--- src/fbat_pkg.sv ---
`timescale 1ns / 1ps

package fbat_pkg;

  // Table geometry
  localparam int TABLE_ENTRIES = 16;
  localparam int ADDR_W        = (TABLE_ENTRIES > 1) ? $clog2(TABLE_ENTRIES) : 1;
  localparam int CNT_W         = $clog2(TABLE_ENTRIES + 1);
  localparam int CMP_W         = (CNT_W > 4) ? CNT_W : 4;

  // Operation codes
  localparam logic [2:0] OP_LOOKUP = 3'd0;
  localparam logic [2:0] OP_ADD    = 3'd1;
  localparam logic [2:0] OP_SET    = 3'd2;
  localparam logic [2:0] OP_REMOVE = 3'd3;
  localparam logic [2:0] OP_READ   = 3'd4;

  // Result status codes
  localparam logic [1:0] ST_OK    = 2'd0;
  localparam logic [1:0] ST_FULL  = 2'd1;
  localparam logic [1:0] ST_RANGE = 2'd2;

  // One stored band
  typedef struct packed {
    logic [31:0] lo;
    logic [31:0] hi;
    logic [3:0]  ch;
    logic        en;
  } entry_t;

endpackage

--- src/frequency_band_antenna_table_unit.sv ---
`timescale 1ns / 1ps
// Channel  | Direction | Handshake             | Payload
// in_*     | input     | in_valid / in_ready   | opcode, index, frequency, entry fields
// out_*    | output    | out_valid / out_ready | channel, match, status, read fields, count
//
// One item at a time. Add, set and unused codes go from S_EXEC straight to S_RESP;
// read passes S_RDWAIT between them. Lookup and remove walk the table through
// the single read port of the band RAM, one entry a cycle.
// Reset (rst_n low, synchronous) empties the table; RAM contents are not cleared.
// A finished result waits in the output register; the next item is taken meanwhile
// and only the final step waits on out_ready.

module frequency_band_antenna_table_unit (
  input  logic        clk,
  input  logic        rst_n,
  input  logic        in_valid,
  output logic        in_ready,
  input  logic [2:0]  in_opcode,
  input  logic [3:0]  in_entry_index,
  input  logic [31:0] in_freq_hz,
  input  logic [31:0] in_entry_min_freq,
  input  logic [31:0] in_entry_max_freq,
  input  logic [3:0]  in_entry_channel,
  input  logic        in_entry_enabled,
  output logic        out_valid,
  input  logic        out_ready,
  output logic [3:0]  out_antenna_channel,
  output logic        out_match_found,
  output logic [1:0]  out_status,
  output logic [31:0] out_read_min_freq,
  output logic [31:0] out_read_max_freq,
  output logic [3:0]  out_read_channel,
  output logic        out_read_enabled,
  output logic [4:0]  out_band_count
);

  localparam int AW = fbat_pkg::ADDR_W;
  localparam int CW = fbat_pkg::CNT_W;
  localparam int MW = fbat_pkg::CMP_W;

  localparam logic [2:0] S_IDLE   = 3'd0;
  localparam logic [2:0] S_EXEC   = 3'd1;
  localparam logic [2:0] S_LOOK   = 3'd2;
  localparam logic [2:0] S_SHIFT  = 3'd3;
  localparam logic [2:0] S_RDWAIT = 3'd4;
  localparam logic [2:0] S_RESP   = 3'd5;

  logic [2:0]       state_r;
  logic [2:0]       op_r;
  logic [3:0]       idx_r;
  logic [31:0]      freq_r;
  logic [31:0]      lo_r;
  logic [31:0]      hi_r;
  logic [3:0]       ch_r;
  logic             en_r;
  logic [CW-1:0]    count_r;
  logic [CW-1:0]    ptr_r;
  logic             chk_r;

  logic [3:0]       res_ch_r;
  logic             res_match_r;
  logic [1:0]       res_status_r;
  fbat_pkg::entry_t res_rd_r;

  logic             out_valid_r;
  logic [3:0]       out_ch_r;
  logic             out_match_r;
  logic [1:0]       out_status_r;
  fbat_pkg::entry_t out_rd_r;
  logic [4:0]       out_count_r;

  logic             ram_wr_en;
  logic [AW-1:0]    ram_wr_addr;
  fbat_pkg::entry_t ram_wr_data;
  logic [AW-1:0]    ram_rd_addr;
  fbat_pkg::entry_t ram_rd_data;

  logic             idx_ok;
  logic             not_full;
  logic             ptr_live;
  logic [CW-1:0]    ptr_m2;
  logic             hit;

  assign in_ready = (state_r == S_IDLE);

  assign idx_ok   = MW'(idx_r) < MW'(count_r);
  assign not_full = count_r < CW'(fbat_pkg::TABLE_ENTRIES);
  assign ptr_live = ptr_r < count_r;
  assign ptr_m2   = ptr_r - CW'(2);
  assign hit      = chk_r && ram_rd_data.en &&
                    (freq_r >= ram_rd_data.lo) && (freq_r <= ram_rd_data.hi);

  // RAM port steering
  always_comb begin
    ram_wr_en   = 1'b0;
    ram_wr_addr = count_r[AW-1:0];
    ram_wr_data = '{lo: lo_r, hi: hi_r, ch: ch_r, en: en_r};
    ram_rd_addr = ptr_r[AW-1:0];
    case (state_r)
      S_EXEC: begin
        ram_rd_addr = AW'(idx_r);
        if (op_r == fbat_pkg::OP_ADD) begin
          ram_wr_en = not_full;
        end else if (op_r == fbat_pkg::OP_SET) begin
          ram_wr_en   = idx_ok;
          ram_wr_addr = AW'(idx_r);
        end
      end
      S_SHIFT: begin
        // move entry ptr-1 down to ptr-2
        ram_wr_en   = chk_r;
        ram_wr_addr = ptr_m2[AW-1:0];
        ram_wr_data = ram_rd_data;
      end
      default: begin
      end
    endcase
  end

  fbat_ram #(
    .WIDTH($bits(fbat_pkg::entry_t)),
    .DEPTH(fbat_pkg::TABLE_ENTRIES)
  ) u_band_ram (
    .clk    (clk),
    .wr_en  (ram_wr_en),
    .wr_addr(ram_wr_addr),
    .wr_data(ram_wr_data),
    .rd_addr(ram_rd_addr),
    .rd_data(ram_rd_data)
  );

  // Sequencer, table count and result registers
  always_ff @(posedge clk) begin
    if (!rst_n) begin
      state_r     <= S_IDLE;
      count_r     <= '0;
      chk_r       <= 1'b0;
      out_valid_r <= 1'b0;
    end else begin
      // in S_RESP a new result takes the place of the one leaving
      if (out_valid_r && out_ready && (state_r != S_RESP)) begin
        out_valid_r <= 1'b0;
      end
      case (state_r)
        S_IDLE: begin
          if (in_valid) begin
            op_r    <= in_opcode;
            idx_r   <= in_entry_index;
            freq_r  <= in_freq_hz;
            lo_r    <= in_entry_min_freq;
            hi_r    <= in_entry_max_freq;
            ch_r    <= in_entry_channel;
            en_r    <= in_entry_enabled;
            state_r <= S_EXEC;
          end
        end
        S_EXEC: begin
          res_ch_r     <= '0;
          res_match_r  <= 1'b0;
          res_status_r <= fbat_pkg::ST_OK;
          res_rd_r     <= '0;
          chk_r        <= 1'b0;
          state_r      <= S_RESP;
          case (op_r)
            fbat_pkg::OP_LOOKUP: begin
              ptr_r   <= '0;
              state_r <= S_LOOK;
            end
            fbat_pkg::OP_ADD: begin
              if (not_full) begin
                count_r <= count_r + CW'(1);
              end else begin
                res_status_r <= fbat_pkg::ST_FULL;
              end
            end
            fbat_pkg::OP_SET: begin
              if (!idx_ok) begin
                res_status_r <= fbat_pkg::ST_RANGE;
              end
            end
            fbat_pkg::OP_REMOVE: begin
              if (idx_ok) begin
                ptr_r   <= CW'(idx_r) + CW'(1);
                state_r <= S_SHIFT;
              end else begin
                res_status_r <= fbat_pkg::ST_RANGE;
              end
            end
            fbat_pkg::OP_READ: begin
              if (idx_ok) begin
                state_r <= S_RDWAIT;
              end else begin
                res_status_r <= fbat_pkg::ST_RANGE;
              end
            end
            default: begin
            end
          endcase
        end
        S_LOOK: begin
          // check the entry read last cycle, issue the next one
          if (hit) begin
            res_ch_r    <= ram_rd_data.ch;
            res_match_r <= 1'b1;
            chk_r       <= 1'b0;
            state_r     <= S_RESP;
          end else if (ptr_live) begin
            ptr_r <= ptr_r + CW'(1);
            chk_r <= 1'b1;
          end else begin
            chk_r   <= 1'b0;
            state_r <= S_RESP;
          end
        end
        S_SHIFT: begin
          if (ptr_live) begin
            ptr_r <= ptr_r + CW'(1);
            chk_r <= 1'b1;
          end else begin
            count_r <= count_r - CW'(1);
            chk_r   <= 1'b0;
            state_r <= S_RESP;
          end
        end
        S_RDWAIT: begin
          res_rd_r <= ram_rd_data;
          state_r  <= S_RESP;
        end
        S_RESP: begin
          if (!out_valid_r || out_ready) begin
            out_ch_r     <= res_ch_r;
            out_match_r  <= res_match_r;
            out_status_r <= res_status_r;
            out_rd_r     <= res_rd_r;
            out_count_r  <= 5'(count_r);
            out_valid_r  <= 1'b1;
            state_r      <= S_IDLE;
          end
        end
        default: begin
          state_r <= S_IDLE;
        end
      endcase
    end
  end

  assign out_valid           = out_valid_r;
  assign out_antenna_channel = out_ch_r;
  assign out_match_found     = out_match_r;
  assign out_status          = out_status_r;
  assign out_read_min_freq   = out_rd_r.lo;
  assign out_read_max_freq   = out_rd_r.hi;
  assign out_read_channel    = out_rd_r.ch;
  assign out_read_enabled    = out_rd_r.en;
  assign out_band_count      = out_count_r;

  // Checks
  a_count_bound: assert property (@(posedge clk) disable iff (!rst_n)
    count_r <= CW'(fbat_pkg::TABLE_ENTRIES))
    else $error("entry count above table size");

  a_one_item: assert property (@(posedge clk) disable iff (!rst_n)
    (in_valid && in_ready) |=> !in_ready)
    else $error("second item taken while one is in progress");

  a_write_in_table: assert property (@(posedge clk) disable iff (!rst_n)
    ram_wr_en |-> (CW'(ram_wr_addr) <= count_r))
    else $error("RAM write beyond the filled part of the table");

  a_full_count: assert property (@(posedge clk) disable iff (!rst_n)
    (out_valid && out_status == fbat_pkg::ST_FULL) |->
      (out_band_count == 5'(fbat_pkg::TABLE_ENTRIES)))
    else $error("table full reported with table not full");

endmodule

--- src/fbat_ram.sv ---
`timescale 1ns / 1ps

module fbat_ram #(
  parameter int WIDTH = 8,
  parameter int DEPTH = 16
) (
  input  logic                                      clk,
  input  logic                                      wr_en,
  input  logic [((DEPTH > 1) ? $clog2(DEPTH) : 1)-1:0] wr_addr,
  input  logic [WIDTH-1:0]                          wr_data,
  input  logic [((DEPTH > 1) ? $clog2(DEPTH) : 1)-1:0] rd_addr,
  output logic [WIDTH-1:0]                          rd_data
);

  logic [WIDTH-1:0] mem [DEPTH];

  // One write port, one registered read port
  always_ff @(posedge clk) begin
    if (wr_en) begin
      mem[wr_addr] <= wr_data;
    end
    rd_data <= mem[rd_addr];
  end

endmodule
--- config.mk ---
export PLATFORM = sky130hd
export DESIGN_NAME = frequency_band_antenna_table_unit
export DESIGN_NICKNAME = d
export VERILOG_FILES = /design/src/fbat_pkg.sv /design/src/frequency_band_antenna_table_unit.sv /design/src/fbat_ram.sv
export SDC_FILE = /design/constraint.sdc
export NUM_CORES = 1
export LEC_CHECK = 0
export ABC_AREA = 1
export BUFFER_PORTS_ARGS = -buffer_cell sky130_fd_sc_hd__buf_2
export CORE_MARGIN = 2
export CORE_UTILIZATION = 50
export DETAILED_ROUTE_END_ITERATION = 10
export GPL_ROUTABILITY_DRIVEN = 0
export GPL_TIMING_DRIVEN = 1
export HOLD_SLACK_MARGIN = 0.08
export PLACE_DENSITY = 0.7
export SYNTH_ARGS = -nofsm -noshare
export SYNTH_HDL_FRONTEND = slang
export SYNTH_SLANG_ARGS = --single-unit
--- constraint.sdc ---
create_clock -name clk -period 15.65 [get_ports clk]
set_clock_uncertainty 0.1 [all_clocks]
set_input_delay 3.13 -clock clk [delete_from_list [all_inputs] [get_ports clk]]
set_output_delay 3.13 -clock clk [all_outputs]
set_load 0.01 [all_outputs]
# --- Word level (Yosys, flattened, before mapping) ---
# Memories as Yosys holds them, arrays and structs flattened. A register that Yosys moved wholly into a read port is not among the register bits.
# Cells that the tools add are included.
word_totals:
  regBits: 280
  mem_bits_rw: 1104
  in_bits: 112
  output_inout_bits: 83
  word_cells: 120
  mem_count: 1
op_classes:
  n_addsub: 5
  magnitude_cmp: 5
  n_eq_ne: 19
  muxes: 41
  reduce_logical: 22
mem_list:
  columns: ["name", "depth", "width", "rd", "rd_ports_with_merged_regs", "write_ports", "line_no", "source"]
  rows:
  - ["u_band_ram.mem", 16, 69, 1, 1, 1, "fbat_ram.sv:15", "logic [WIDTH-1:0] mem [DEPTH];"]
ops:
  columns: ["cell", "count"]
  rows:
  - ["$pmux W69 S2", 1]
  - ["$mux W69", 1]
  - ["$ge A32 B32 Y1", 1]
  - ["$le A32 B32 Y1", 1]
  - ["$mux W5", 6]
  - ["$pmux W5 S2", 2]
  - ["$pmux W3 S6", 1]
  - ["$mux W4", 4]
  - ["$pmux W4 S2", 2]
  - ["$mux W3", 5]
  - ["$pmux W5 S3", 1]
  - ["$ne A2 B2 Y1 const B", 7]
  - ["$eq A3 B2 Y1 const B", 4]
  - ["$mux W1", 12]
  - ["$add A5 B1 Y5 const B", 2]
  - ["$eq A3 B3 Y1 const B", 3]
  - ["$pmux W3 S3", 1]
  - ["$reduce_and A3 Y1", 3]
  - ["$eq A3 B1 Y1 const B", 2]
  - ["$logic_not A3 Y1", 2]
  - ["$ne A3 B3 Y1 const B", 2]
  - ["$reduce_and A2 Y1", 3]
  - ["$reduce_bool A2 Y1", 3]
  - ["$add A4 B1 Y5 const B", 1]
  - ["17 further kinds", 22]

# --- Logic depth before layout (Yosys ltp) ---
depth:
  depth_word: 6
  depth_mapped: 20
  mapped_depth_nobuf: 20

# --- Cells and area by module ---
# Synthesis repeated with hierarchy kept, for this count alone.
hier_totals:
  cells_unflattened: 5537
  area_unflattened_um2: 60808.3
by_module_without_submodules:
  columns: ["mod", "n_inst", "cells_per_inst", "area_per_inst_um2", "seq_area_each_um2"]
  rows:
  - ["fbat_ram", 1, 4538, 48669.2, 34533.1]
  - ["frequency_band_antenna_table_unit", 1, 999, 12139.1, 8308.0]

# --- Worst setup path after synthesis ---
# No wires, ideal clock.
synth_path:
  path_type: "input-to-reg"
  from: "input rst_n"
  to: "register ch_r[0], enable pin"
  setup_time_ps: 840
  arrival_ps: 13508
  required_ps: 14710
  setup_slack_ps: 1203
  stages: 2
  n_path_buf: 0
  cell_sequence: "inv_1 -> nor4_1"
synth_between:
  elab_chain_len: 1
synth_lines:
  columns: ["item", "line_no", "source"]
  rows:
  - ["start, declared", "frequency_band_antenna_table_unit.sv:15", "input logic rst_n,"]
  - ["$reduce_and A3 Y1 (no line)", null, null]
  - ["end signal, assigned", "frequency_band_antenna_table_unit.sv:152", "ch_r <= in_entry_channel;"]
  - ["end, declared", "frequency_band_antenna_table_unit.sv:54", "logic [3:0] ch_r;"]
# Every way passes these cells.
# A chain may end at the register's enable or synchronous reset.

# --- Worst setup path in the final report ---
layout_path:
  from: "register state_r[2]"
  to: "memory u_band_ram.mem[4][10] (netlist bit), enable pin"
layout_between:
  elab_chain_len: 4
  word_cells_on_any_way: 6
  cone_classes: "2 x eq/ne; 4 x mux"
layout_lines:
  columns: ["item", "line_no", "source"]
  rows:
  - ["start, declared", "frequency_band_antenna_table_unit.sv:48", "logic [2:0] state_r;"]
  - ["start signal, assigned", "frequency_band_antenna_table_unit.sv:135", "state_r <= S_IDLE;"]
  - ["start signal, assigned", "frequency_band_antenna_table_unit.sv:154", "state_r <= S_EXEC;"]
  - ["start signal, assigned", "frequency_band_antenna_table_unit.sv:163", "state_r <= S_RESP;"]
  - ["$eq A3 B2 Y1 / $eq A3 B1 Y1 (equally long branches)", "frequency_band_antenna_table_unit.sv:99", "case (state_r)"]
  - ["$pmux W1 S2", "frequency_band_antenna_table_unit.sv:99", null]
  - ["$mux W1", "fbat_ram.sv:19", "if (wr_en) begin"]
  - ["$mux W1 (not written as such)", "fbat_ram.sv:20", "mem[wr_addr] <= wr_data;"]
  - ["end, declared", "fbat_ram.sv:15", null]
# Parallel ways exist; a longest one is shown, timed or not.

==> flow_summary_export.csv <==
group,metric,value,unit
hold_path,min_delay_path_depth,0,
place,numPortBuffers,194,
sta,max_freq,183,MHz
power,internal_power,7.74,mW
critical_path,cp_data_arrival_time,5720,ps
clocking,cts_root_buffer,"clkbuf_16",
clocking,cts_resized,0,
clocking,path_clk_slew,60,ps
global_route,met2_usage,38.3,%
die,die-area,115000,sq um
logic_synthesis,ys.flop_type,"edfxtp_1",
place,place_inst,5563,
logic_synthesis,postSynthAreaPerCell,14.0,sq um
critical_path,path_class,"register to register",
clocking,clk_path_buf_depth,3,
sta,fin_ws,10190,ps
hold_path,hold_path_class,"register to register",
route,drt_pass1_iterations,6,
global_route,busiest_layer,"met2",
logic_synthesis,netlist_instances,4021,
critical_path,cp-end-kind,"register",
logic_synthesis,syn_area,56200,sq um
flow_run,cap_viol_max_count,0,
place,dp_slack,10370,ps
clocking,post_cts_buffers,0,
global_route,grt-ovfl-total,0,
sta,max_slew_margin,8.86,%
finish,drive_gt1_share,12.7,%
route,wl,144,mm
power,ir_worst_vdd,221,uV
critical_path,critical_path.slowest_cell,"buf_4",
die,row_count,122,
sta,finalSetupViolations,0,
power,seq_power_share,40.1,%
hold_path,min-delay-start,"res_rd_r[37]$_SDFFCE_PN0P_",
logic_synthesis,synth_most_common_cell,"edfxtp_1",
place,place_hpwl,78.6,mm
logic_synthesis,synth.area.top_cells,"edfxtp_1 73%, o21ai_0 4.7%, nor2_1 4.6%, o221ai_1 3.3%, dfxtp_1 2.8%",
global_route,grt_use_met1,33.9,%
sta,fin_hold_ws,312,ps
logic_synthesis,synthDistinctLibCells,43,
global_route,antenna_found_initial,11,
finish,final_cells,5836,
route,num_vias,34733,
logic_synthesis,yosysTopAreaCellShare,73.5,%
global_route,grt_pass1_wl,211,mm
global_route,grt_max_degree,243,
critical_path,cp_max_fo,63,
finish,num-fill-cells,8495,
sta,rsz0062_at_grt,"no",
critical_path,critical_path.cell_chain,"nor2_2 > inv_2 > nor2_4 > inv_6 > buf_4 > buf_4 > nor2_1 > a221oi_1 > inv_1 > nor2_1 > nand2_1 > nor2_4 > buf_4 > buf_4",
critical_path,max_stage_delay,690,ps
route,dr.first_iter.drc_count,4339,
sta,setup_tns,0,ps
critical_path,required,15910,ps
logic_synthesis,yosysSeqAreaShare,76.3,%
route,ant_nets,0,
critical_path,cp_common_cell,"buf_4",
die,die_w,339,um
clocking,ctsHoldBuffers,0,
run_status,status,"finished clean",
power,combPwrFrac,31.9,%
route,route.detailed.drc,0,
global_route,gr-usage-met3,5.37,%
critical_path,rr_worst_depth,14,
die,start_util,50.6,%
die,core_area,111000,sq um
logic_synthesis,ys_top_cells_by_count,"1374 x edfxtp_1, 684 x nor2_1, 526 x o21ai_0, 256 x nand2_1, 212 x o221ai_1",
critical_path,cp.depth,14,
finish,finish.utilization,57.2,%
power,switching_power,4.42,mW
clocking,clkLatencyLatePin,770,ps
sta,drv_slew,0,
logic_synthesis,async_flop_share,0,%
power,power_frac_clock,28.0,%
logic_synthesis,synth_top_cell_by_area,"edfxtp_1",
route,routedWlPerCell,24.6,um
logic_synthesis,synth_edf_count,1374,
route,routed_via_density,5.95,
critical_path,path_buf_inv,7,
sta,period_minus_slack,5460,ps
logic_synthesis,ys_ff_latch,1453,
clocking,htreeDepth,4,
critical_path,crit_path_start,"state_r[2]$_SDFFE_PN0P_",
power,power.density,192,nW/um^2
die,ioPinCount,195,
power,p_sw_share,36.3,%
global_route,grt_pass1_vias,33188,
die,die_h,339,um
critical_path,r2r_start,"state_r[2]$_SDFFE_PN0P_",
critical_path,worstSetupStartpointType,"register",
power,power_leakage,21.5,nW
finish,nNetsFinal,4414,
logic_synthesis,synth.net_count,4212,
finish,area_growth,13.0,%
critical_path,crit_family,"buffers and inverters",
clocking,cts_tree,"yes",
logic_synthesis,yosysWarnings,0,
critical_path,r2r_slack,10190,ps
global_route,gr-usage-all-layers,24.6,%
sta,worstMarginPinSlew,1350,ps
sta,hold_viol_final,0,
clocking,numCtsBuffers,146,
clocking,cts.sinks,1453,
sta,period_share,34.9,%
==> layer usage <==
layer,vias to the layer above,share of wire (%)
met5,-,0.024
met4,6,3.5
met3,290,10
met2,1883,46
met1,17076,40
li1,15478,-
==> worst paths after layout <==
path                                      to
min reg2reg   out_read_min_freq[0]$_DFFE_PP_
max          u_band_ram.mem[4][10]$_DFFE_PP_
max reg2reg  u_band_ram.mem[4][10]$_DFFE_PP_
min           out_read_min_freq[0]$_DFFE_PP_
==> power groups by stage <==
stage / clock (mW) / sequential, mW / combinational [mW]
2_1_floorplan: 0 / 4.96 / 2.63
3_3_place_gp: 0 / 4.95 / 3.71
3_5_place_dp: 0 / 4.96 / 3.80
4_1_cts: 3.44 / 4.88 / 3.82
5_1_grt: 3.58 / 4.90 / 4.24
6_report: 3.40 / 4.88 / 3.88
==> layout make-up <==
cell class | count | area (sq um) | area share [%]
flip-flops and latches | 1453 | 42800 | 67.5
well taps | 1488 | 1860 | 2.93
clock buffers | 199 | 4000 | 6.31
repair buffers | 302 | 1810 | 2.85
diodes | 3 | 7.51 | 0.0118
clock inverters | 71 | 711 | 1.12
inverters | 138 | 542 | 0.854
multi-input cells | 2182 | 11700 | 18.4
==> state kept, by name (all words and copies together) (netlist names), 32 cells and up <==
| register | cells |
|---|---|
| out_read_max_freq | 32 |
| out_read_min_freq | 32 |
| u_band_ram.mem | 1104 |
| freq_r | 32 |
| lo_r | 32 |
| hi_r | 32 |
| u_band_ram.rd_data | 69 |
| res_rd_r | 69 |
==> through the flow <==
step                area [sq um]  total power [mW]
floorplan                  56200              7.58
global placement           58700              8.66
detailed placement         58700              8.76
CTS                        63400              12.1
global route               63400              12.7
finish                     63400              12.2
==> kinds of logic after synthesis <==
kind of cell             Yosys count  synth area share (%)
AO/OA/AOI/OAI                   1051                  11.3
XOR/XNOR                           5                0.0780
adder cells (fa/ha/maj)           79                  1.77
buffers and inverters            386                  3.22
flip-flops                      1453                  76.3
AND/OR/NAND/NOR                 1047                  7.31
==> placed cells by master, fill, tap and decap left out, drive strengths merged <==
| master | count |
|---|---|
| a21o | 2 |
| a21oi | 48 |
| a221oi | 1 |
| a22o | 1 |
| a31oi | 1 |
| a32oi | 1 |
| buf | 302 |
| bufinv | 8 |
| clkbuf | 199 |
| clkinv | 52 |
| clkinvlp | 3 |
| dfxtp | 79 |
| diode | 3 |
| edfxtp | 1374 |
| fa | 1 |
| ha | 78 |
| inv | 146 |
| nand2 | 261 |
| nand3 | 81 |
| nand4 | 7 |
| nor2 | 687 |
| nor3 | 8 |
| nor4 | 2 |
| o211ai | 67 |
| o21a | 4 |
| o21ai | 644 |
| o221ai | 212 |
| o22ai | 67 |
| o311a | 1 |
| o31ai | 1 |
| o32ai | 1 |
| or2 | 1 |
| xnor2 | 3 |
| xor2 | 2 |
(Power assumes the default switching activity.)
